===== config.mk =====
export PLATFORM = sky130hd
export DESIGN_NAME = minimum_spanning_tree_cost
export DESIGN_NICKNAME = d
export VERILOG_FILES = /design/src/hw/rtl/mstc_pkg.sv /design/src/hw/rtl/mstc_datapath.sv /design/src/hw/rtl/mstc_control.sv /design/src/hw/rtl/minimum_spanning_tree_cost.sv
export SDC_FILE = /design/constraint.sdc
export NUM_CORES = 2
export LEC_CHECK = 0
export ABC_AREA = 1
export BUFFER_PORTS_ARGS = -buffer_cell sky130_fd_sc_hd__buf_2
export CELL_PAD_IN_SITES_DETAIL_PLACEMENT = 2
export CELL_PAD_IN_SITES_GLOBAL_PLACEMENT = 2
export CORE_ASPECT_RATIO = 1.25
export CORE_MARGIN = 4
export CORE_UTILIZATION = 40
export CTS_BUF_LIST = sky130_fd_sc_hd__clkbuf_16
export DETAILED_ROUTE_END_ITERATION = 8
export PLACE_DENSITY = 0.78
export SYNTH_ARGS = -nofsm -noshare
export SYNTH_HDL_FRONTEND = slang
export SYNTH_SLANG_ARGS = --single-unit
export TNS_END_PERCENT = 100

===== constraint.sdc =====
create_clock -name clock -period 7.3 [get_ports clock]
set_input_delay 1.095 -clock clock [delete_from_list [all_inputs] [get_ports clock]]
set_output_delay 1.095 -clock clock [all_outputs]
set_load 0.01 [all_outputs]

===== src/hw/rtl/mstc_pkg.sv =====
// Shared types and constants for the minimum spanning tree cost block.
package mstc_pkg;
   localparam int VERTICES    = 8;
   localparam int MAX_EDGES   = 32;
   localparam int WEIGHT_BITS = 16;
   localparam int VBITS       = $clog2(VERTICES);
   localparam int EBITS       = $clog2(MAX_EDGES);
   localparam int CBITS       = EBITS + 1;
   localparam int COST_BITS   = 19;
   localparam logic [COST_BITS-1:0] COST_MAX = {COST_BITS{1'b1}};

   localparam logic ACT_INSERT  = 1'b0;
   localparam logic ACT_COMPUTE = 1'b1;

   typedef struct packed {
      logic [VBITS-1:0]       a;
      logic [VBITS-1:0]       b;
      logic [WEIGHT_BITS-1:0] w;
   } edge_type;

   typedef struct packed {
      logic insert;
      logic clear;
      logic sort_start;
      logic sort_step;
      logic uf_start;
      logic uf_step;
   } cmd_type;

   typedef struct packed {
      logic sort_done;
      logic uf_done;
   } status_type;
endpackage


===== src/hw/rtl/mstc_datapath.sv =====
// Datapath: edge store, odd-even sort passes, and union-find over the parent table.
module mstc_datapath (
   input  logic                                   clock,
   input  logic                                   reset,
   input  mstc_pkg::cmd_type                      cmd,
   input  mstc_pkg::edge_type                     in_edge,
   output mstc_pkg::status_type                   status,
   output logic [mstc_pkg::COST_BITS-1:0]         cost,
   output logic [2:0]                             used,
   output logic                                   dropped
);
   mstc_pkg::edge_type store_ff [mstc_pkg::MAX_EDGES];
   logic [mstc_pkg::CBITS-1:0] count_ff;
   logic [mstc_pkg::VBITS-1:0] parent_ff [mstc_pkg::VERTICES];
   logic [mstc_pkg::COST_BITS-1:0] cost_ff;
   logic [2:0] used_ff;
   logic dropped_ff;
   logic [mstc_pkg::CBITS-1:0] pass_ff;
   logic [mstc_pkg::CBITS-1:0] idx_ff;

   assign cost = cost_ff;
   assign used = used_ff;
   assign dropped = dropped_ff;
   assign status.sort_done = (pass_ff >= count_ff);
   assign status.uf_done = (idx_ff >= count_ff);

   // Root lookup of the current edge; the chain has at most VERTICES links.
   mstc_pkg::edge_type cur;
   logic [mstc_pkg::VBITS-1:0] ra, rb;
   logic [mstc_pkg::COST_BITS:0] csum;
   always_comb begin
      cur = store_ff[idx_ff[mstc_pkg::EBITS-1:0]];
      ra = cur.a;
      rb = cur.b;
      for (int k = 0; k < mstc_pkg::VERTICES; k++) begin
         ra = parent_ff[ra];
         rb = parent_ff[rb];
      end
      csum = {1'b0, cost_ff} + (mstc_pkg::COST_BITS+1)'(cur.w);
   end

   always_ff @(posedge clock) begin
      if (cmd.insert && count_ff < mstc_pkg::CBITS'(mstc_pkg::MAX_EDGES))
         store_ff[count_ff[mstc_pkg::EBITS-1:0]] <= in_edge;
      if (cmd.sort_step) begin
         for (int i = 0; i + 1 < mstc_pkg::MAX_EDGES; i++) begin
            if ((i % 2) == int'(pass_ff[0]) && (i + 1) < int'(count_ff)
                && store_ff[i].w > store_ff[i+1].w) begin
               store_ff[i]   <= store_ff[i+1];
               store_ff[i+1] <= store_ff[i];
            end
         end
      end
   end

   always_ff @(posedge clock) begin
      if (reset || cmd.clear) begin
         count_ff <= '0;
         cost_ff <= '0;
         used_ff <= '0;
         dropped_ff <= 1'b0;
         pass_ff <= '0;
         idx_ff <= '0;
         for (int v = 0; v < mstc_pkg::VERTICES; v++)
            parent_ff[v] <= mstc_pkg::VBITS'(v);
      end else begin
         if (cmd.insert) begin
            if (count_ff < mstc_pkg::CBITS'(mstc_pkg::MAX_EDGES))
               count_ff <= count_ff + 1'b1;
            else
               dropped_ff <= 1'b1;
         end
         if (cmd.sort_start) pass_ff <= '0;
         if (cmd.sort_step) pass_ff <= pass_ff + 1'b1;
         if (cmd.uf_start) idx_ff <= '0;
         if (cmd.uf_step) begin
            idx_ff <= idx_ff + 1'b1;
            if (ra != rb) begin
               parent_ff[cur.a] <= (ra < rb) ? ra : rb;
               parent_ff[cur.b] <= (ra < rb) ? ra : rb;
               if (ra < rb) parent_ff[rb] <= ra;
               else parent_ff[ra] <= rb;
               cost_ff <= csum[mstc_pkg::COST_BITS] ? mstc_pkg::COST_MAX
                                                   : csum[mstc_pkg::COST_BITS-1:0];
               if (used_ff != 3'd7) used_ff <= used_ff + 1'b1;
            end else begin
               parent_ff[cur.a] <= ra;
               parent_ff[cur.b] <= rb;
            end
         end
      end
   end

   a_count_range: assert property (@(posedge clock) disable iff (reset)
      count_ff <= mstc_pkg::CBITS'(mstc_pkg::MAX_EDGES)) else $error("count overflow");
   a_cost_mono: assert property (@(posedge clock) disable iff (reset)
      $past(cmd.uf_step) && !$past(cmd.clear) |-> cost_ff >= $past(cost_ff))
      else $error("cost decreased");
   a_used_step: assert property (@(posedge clock) disable iff (reset)
      !cmd.uf_step && !cmd.clear |=> $stable(used_ff)) else $error("used changed");
endmodule


===== src/hw/rtl/mstc_control.sv =====
// Controller: sequences insert, sort passes, union-find walk and result delivery.
module mstc_control (
   input  logic                 clock,
   input  logic                 reset,
   input  logic                 req_tvalid,
   output logic                 req_tready,
   input  logic                 action,
   output logic                 rsp_tvalid,
   input  logic                 rsp_tready,
   input  mstc_pkg::status_type status,
   output mstc_pkg::cmd_type    cmd
);
   typedef enum logic [3:0] {
      S_IDLE = 4'b0001, S_SORT = 4'b0010, S_UF = 4'b0100, S_OUT = 4'b1000
   } state_type;
   state_type state_ff, state_in;
   logic acc;

   assign req_tready = (state_ff == S_IDLE);
   assign rsp_tvalid = (state_ff == S_OUT);
   assign acc = req_tvalid && req_tready;

   always_comb begin
      state_in = state_ff;
      cmd = '0;
      case (state_ff)
         S_IDLE: begin
            if (acc && action == mstc_pkg::ACT_INSERT) cmd.insert = 1'b1;
            if (acc && action == mstc_pkg::ACT_COMPUTE) begin
               cmd.sort_start = 1'b1;
               state_in = S_SORT;
            end
         end
         S_SORT: begin
            if (status.sort_done) begin
               cmd.uf_start = 1'b1;
               state_in = S_UF;
            end else cmd.sort_step = 1'b1;
         end
         S_UF: begin
            if (status.uf_done) state_in = S_OUT;
            else cmd.uf_step = 1'b1;
         end
         S_OUT: begin
            if (rsp_tready) begin
               cmd.clear = 1'b1;
               state_in = S_IDLE;
            end
         end
         default: state_in = S_IDLE;
      endcase
   end

   always_ff @(posedge clock) begin
      if (reset) state_ff <= S_IDLE;
      else state_ff <= state_in;
   end

   a_onehot: assert property (@(posedge clock) disable iff (reset)
      $onehot(state_ff)) else $error("state");
   a_excl: assert property (@(posedge clock) disable iff (reset)
      !(req_tready && rsp_tvalid)) else $error("both sides open");
   a_out_hold: assert property (@(posedge clock) disable iff (reset)
      rsp_tvalid && !rsp_tready |=> rsp_tvalid) else $error("result lost");
endmodule


===== src/hw/rtl/minimum_spanning_tree_cost.sv =====
// Top level of the minimum spanning tree cost block.
// An insert beat stores one edge. A compute beat sorts the stored edges by
// weight with odd-even passes and then walks them with union-find; the result
// waits in its register until taken.
// Synchronous reset empties the store and sets each parent to itself.
module minimum_spanning_tree_cost (
   input  logic        clock,
   input  logic        reset,
   input  logic        req_tvalid,
   output logic        req_tready,
   input  logic [23:0] req_tdata,  // vertex_a[2:0], vertex_b[5:3], weight[21:6]
   input  logic        req_tuser,  // action
   output logic        rsp_tvalid,
   input  logic        rsp_tready,
   output logic [23:0] rsp_tdata   // total_cost[18:0], edges_used[21:19], edges_dropped[22]
);
   mstc_pkg::cmd_type cmd;
   mstc_pkg::status_type status;
   mstc_pkg::edge_type in_edge;
   logic [mstc_pkg::COST_BITS-1:0] cost;
   logic [2:0] used;
   logic dropped;

   assign in_edge.a = req_tdata[2:0];
   assign in_edge.b = req_tdata[5:3];
   assign in_edge.w = req_tdata[21:6];
   assign rsp_tdata = {1'b0, dropped, used, cost};

   mstc_control u_ctl (
      .clock(clock), .reset(reset), .req_tvalid(req_tvalid), .req_tready(req_tready),
      .action(req_tuser), .rsp_tvalid(rsp_tvalid), .rsp_tready(rsp_tready),
      .status(status), .cmd(cmd));

   mstc_datapath u_dp (
      .clock(clock), .reset(reset), .cmd(cmd), .in_edge(in_edge), .status(status),
      .cost(cost), .used(used), .dropped(dropped));
endmodule

Word-level counts from Yosys, hierarchy flattened
Memories as Yosys holds them, arrays and structs flattened. A register that Yosys moved wholly into a read port is not among the register bits.
Cells that the tools add are included.
{"block": "op_classes", "n_addsub": 5, "magnitude_cmp": 66, "n_eq_ne": 10, "muxes": 186, "n_bitwise": 35, "n_reduce_logical": 79}
{"operator": "two-way mux 22 bit", "n": 31}
{"operator": "greater-than comparator 16 bit", "n": 31}
{"operator": "two-way mux 1 bit", "n": 130}
{"operator": "less-than comparator 5 x 6 -> 1 bit (first input constant)", "n": 16}
{"operator": "logical AND 1 bit", "n": 66}
{"operator": "less-than comparator 4 x 6 -> 1 bit (first input constant)", "n": 8}
{"operator": "two-way mux 3 bit", "n": 11}
{"operator": "OR 1 bit", "n": 32}
{"operator": "less-than comparator 3 x 6 -> 1 bit (first input constant)", "n": 4}
{"operator": "two-way mux 6 bit", "n": 4}
{"operator": "OR reduction 22 bit", "n": 1}
{"operator": "adder 19 x 16 -> 20 bit", "n": 1}
{"operator": "two-way mux 19 bit", "n": 1}
{"operator": "adder 6 x 1 -> 6 bit (second input constant)", "n": 3}
{"operator": "two-way mux 4 bit", "n": 4}
{"operator": "case mux 4 bit (4 select lines)", "n": 1}
{"operator": "two-way mux 5 bit", "n": 3}
{"operator": "greater-or-equal comparator 6 bit", "n": 2}
{"operator": "less-than comparator 2 x 6 -> 1 bit (first input constant)", "n": 2}
{"operator": "OR reduction 3 bit", "n": 4}
{"operator": "less-than comparator 1 x 6 -> 1 bit (first input constant)", "n": 1}
{"operator": "less-than comparator 6 bit (second input constant)", "n": 1}
{"operator": "!= test 2 bit (second input constant)", "n": 3}
{"operator": "AND reduction 2 bit", "n": 3}
{"operator": "15 further kinds", "n": 18}
{"block": "totals", "reg_bits": 45, "mem_bits_rw": 728, "input_bits": 29, "out_inout_bits": 26, "elab_cells": 390, "memories": 2}
{"memory": "u_dp.store_ff", "depth": 32, "word_bits": 22, "rd": 33, "rd_ports_with_merged_regs": 1, "write_ports": 32, "line_no": "mstc_datapath.sv:12", "text": "mstc_pkg::edge_type store_ff [mstc_pkg::MAX_EDGES];"}
{"memory": "u_dp.parent_ff", "depth": 8, "word_bits": 3, "rd": 16, "rd_ports_with_merged_regs": 0, "write_ports": 8, "line_no": "mstc_datapath.sv:14", "text": "logic [mstc_pkg::VBITS-1:0] parent_ff [mstc_pkg::VERTICES];"}

Longest topological paths before layout
An unclocked memory read counts as a cell.
{"block": "logic_depth", "ltp_word": 17, "mapped_depth": 66, "mapped_depth_nobuf": 61}

By module
From an unflattened synthesis, not the netlist that was laid out.
{"block": "hier_totals", "cells_unflattened": 7721, "hier_area_um2": 60862.1}
{"mod": "mstc_datapath", "instances": 1, "cells_each": 7671, "area_each_um2": 60555.6, "seq_area_each_um2": 22781.8}
{"mod": "mstc_control", "instances": 1, "cells_each": 47, "area_each_um2": 287.8, "seq_area_each_um2": 80.1}
{"mod": "minimum_spanning_tree_cost", "instances": 1, "cells_each": 3, "area_each_um2": 18.8, "seq_area_each_um2": 0.0}

Worst setup path after synthesis
No wires, ideal clock.
{"block": "synth_timing", "path_type": "flip-flop to flip-flop", "startpoint": "register (tool-made name)", "endpoint": "memory u_dp.parent_ff[6][0] (netlist bit) (enable)", "setup_ns": 0.309, "arrival_ns": 6.450, "required_time_ns": 6.991, "path_slack_ns": 0.542, "stages_incl_launch_ff": 55, "path_buffers": 10, "synth_period_minus_slack_ns": 6.758, "cell_sequence": "dfxtp_1 -> buf_6 -> buf_6 -> buf_6 -> buf_2 -> a21oi_1 -> o21ai_0 -> o211ai_1 -> nand3_1 -> nand2_1 -> nand2_1 -> nand2_4 -> inv_2 -> nand2_2 -> nand2_4 -> buf_8 -> a21oi_2 -> o21ai_2 -> (+19 left out) -> nand2_1 -> buf_4 -> buf_2 -> o21ai_0 -> nand2_1 -> o21ai_0 -> inv_1 -> ha_1 -> inv_1 -> nand4_2 -> nand2_4 -> nand2_4 -> nand2_1 -> nand2_1 -> nor2_2 -> buf_2 -> nand2_1 -> nand4_1"}
{"item": "end: declaration", "line_no": "mstc_datapath.sv:14"}

==> metrics <==
Core Region=152000 µm²; Core Rows=between 150 and 200; Power Density=378 nW/µm²; GRT Total Usage=0.389; crit path kind=register to register; final worst clock skew=between 0.06 and 0.07 ns; fin. max-slew vios=0; synth top area cells=edfxtp_1 36%, ha_1 11%, nand2_1 9.3%; max-slew headroom at the worst pin=0.0307; Final ANT Viol Nets=0; post-synthesis sequential area ratio=0.373; Final Hold Vio Count=0; Reg power frac=0.179; Leak Pwr=31.8 nW; Setup Viol. Count Final=70; combinational share of power=0.649; FF-to-FF setup slack=-1.55 ns; CTS tree=built; most frequent cell after synthesis=nand2_1; Max Cap Violations=0; clock buffer depth=3; Int Power=~14 mW; RSZ-0062 raised after global routing=yes; FF+latch count, synth=about 780; synthesized instance count=between 7000 and 8000; first-pass iteration count of the detailed router=6; crit end category=register; Vias=between 60000 and 70000; Post-route DRC=0; I/O pin cnt=between 50 and 60; share of layout cells above drive strength 1=0.169; clk root buf=clkbuf_16; DR iter-0 viols=just under 6000; Post-synth top cells=1519 x nand2_1, 906 x o21ai_0, 892 x inv_1, 805 x a21oi_1, 728 x edfxtp_1; Clk pwr share=0.172; sum of negative setup slack=-82.95 ns; gr ovfl total=0; Die Span Y=446 µm; DIE WIDTH=approximately 360 µm; drt wl/cell=approximately 34 µm; ys flop type=edfxtp_1; H-tree depth=3; hold endpoint=u_dp.used[2]; Worst EP required=~7.8 ns; asr flop ratio synth=0; clk_lat worst skew=around 0.78 ns; Port Buf Inserts=51; count of cell types in the netlist=72; crit path buf inv count=14; Hold Path Class=register to register; drt via density=approximately 6.6; final net count=between 8000 and 9000; Tmin final=just under 9 ns; critical path's slowest cell=dfxtp_4; Routed WL=approximately 340 mm; top cell type's share of synthesized area=0.357; most area-hungry cell type in the Yosys netlist=edfxtp_1; element type at the critical path start=register; Fmax=approximately 0.11 GHz; Worst EP arrival=9.34 ns; HPWL after detailed placement=around 230 mm; first-pass GRT wire length=around 460 mm; sw power=approximately 13 mW; HP Start=u_dp.used[2]; worst hold stages=2; vias in the first global route=69462; Layout area overhead=18.5%; synthesis warning total=0; Final WS setup=-1.55 ns; die area=~160000 µm²; outcome=finished, violations left; largest net degree at the start of global routing=just over 70; Mean Syn Cell Area=a little under 8 µm²; failing checks=setup timing; Post-Syn Area=61300 µm²; Post-Syn Nets=between 8000 and 9000; initial antenna violation count=24; maximum VDD drop=about 0.0027 V; EDFF count, synth=728; Clk pin slew, worst setup/hold paths=roughly 0.070 ns; CP max stage delay=0.44 ns; RePlAce Congestion=0.948; Tightest Pin Transition=~1.5 ns; CP Max Fanout=16; largest delay contributor family on the critical path=simple AND/OR/NAND/NOR gates; CTS sink count=~780; Final period util=1.21; CTS buffer count=between 90 and 100; Critical Path Most Common Cell=nand2_1; sw frac=0.484; Initial Utilization=0.403; reg2reg path depth=60; DP Worst Slack=-1.29 ns; r2r endpoint=u_dp.parent_ff[0][0]; cts hold-fix bufs=0
## metal layers
layer  share of wire  track usage
met3           0.079       0.0745
met5         0.00049            0
met4           0.096        0.296
met1            0.36        0.446
met2            0.46        0.640
## final cells by class
cell class                      instances  area [µm²]
Antenna cell                           14        35.0
Clock buffer                           97        2430
Clock inverter                         75         430
Fill cell                           16778       79600
Inverter                              928        3570
Multi-Input combinational cell       5572       35200
Sequential cell                       778       22900
Tap cell                             2025        2530
Timing Repair Buffer                  643        5480
Timing Repair inverter                  3        36.3
## per-stage QoR
stage | area [µm²] | utilization | instances | hold WS, ns | power [mW]
6_report | 72600 | 0.477 | 10135 | 0.474 | 27.4
5_1_grt | 72500 | 0.477 | 10121 | 0.520 | 28.0
4_1_cts | 70500 | 0.463 | 10042 | 0.478 | 23.0
3_5_place_dp | 65700 | 0.432 | 9799 | 0.470 | 15.7
3_3_place_gp | 65700 | 0.432 | 9799 | 0.450 | 15.2
2_1_floorplan | 61300 | - | 7764 | 0.438 | 10.5
## flip-flops by register name, summed over array words and instances, names as in the netlist, named ones only
register / flops
u_dp.dropped: 1
u_ctl.state_ff: 4
u_dp.count_ff: 6
u_dp.parent_ff: 24
u_dp.pass_ff: 6
u_dp.cost: 19
u_dp.used: 3
u_dp.store_ff: 704
u_dp.idx_ff: 6
## timing repair
action,CTS,global route
buffers inserted,59,74
pin swaps,123,221
gates resized for setup,289,366
endpoints found under the setup margin,70,70
gates cloned,12,7
## power by group through the flow
stage	Combinational (mW)	Sequential (mW)	Clock, mW
3_5_place_dp	10.7	5.00	0
3_3_place_gp	10.2	5.00	0
5_1_grt	18.2	4.90	4.89
2_1_floorplan	5.51	4.99	0
4_1_cts	13.4	4.90	4.70
6_report	17.8	4.90	4.72
## cells by family (layout without fill, tap and decap cells)
logic type               after synthesis  count (layout)  share of synthesized area
multiplexers                           4               4                   0.000654
flip-flops                           778             778                      0.373
buffers and inverters               1426            1746                     0.0931
adder cells (fa/ha/maj)              536             536                      0.110
AND/OR/NAND/NOR                     2476            2488                      0.177
AO/OA/AOI/OAI                       2531            2531                      0.244
other                                  1              15                  0.0000612
XOR/XNOR                              12              12                    0.00172
## layout by cell type, fill, tap and decap left out, drive strengths merged, types with 241 or more instances in the layout
cell,n
o221ai,339
nand2,1593
buf,642
o21ai,1019
inv,952
nor2,241
edfxtp,728
a21oi,806
ha,535
nand3,519
## worst max-delay path by stage
stage / from / cells after the start / endpoint
after global routing: register / 60 / u_dp.parent_ff[0][0]
after floorplan: register / 54 / u_dp.parent_ff[6][0]
after global placement: register / 58 / u_dp.parent_ff[6][1]
final: register / 60 / u_dp.parent_ff[0][0]
after CTS: register / 58 / u_dp.parent_ff[7][1]
after detailed placement: register / 55 / u_dp.parent_ff[6][1]
## worst reg2reg max path: cells and delay by family (launching register included)
kind | cells | cell delay (ns)
AOI/OAI and AO/OA | 9 | 1.35
DFF | 1 | 0.44
adders and majority gates | 1 | 0.18
buffers and inverters | 14 | 2.04
and+or+nand+nor | 36 | 4.56
Note: power is estimated with default switching activity, not from simulation.
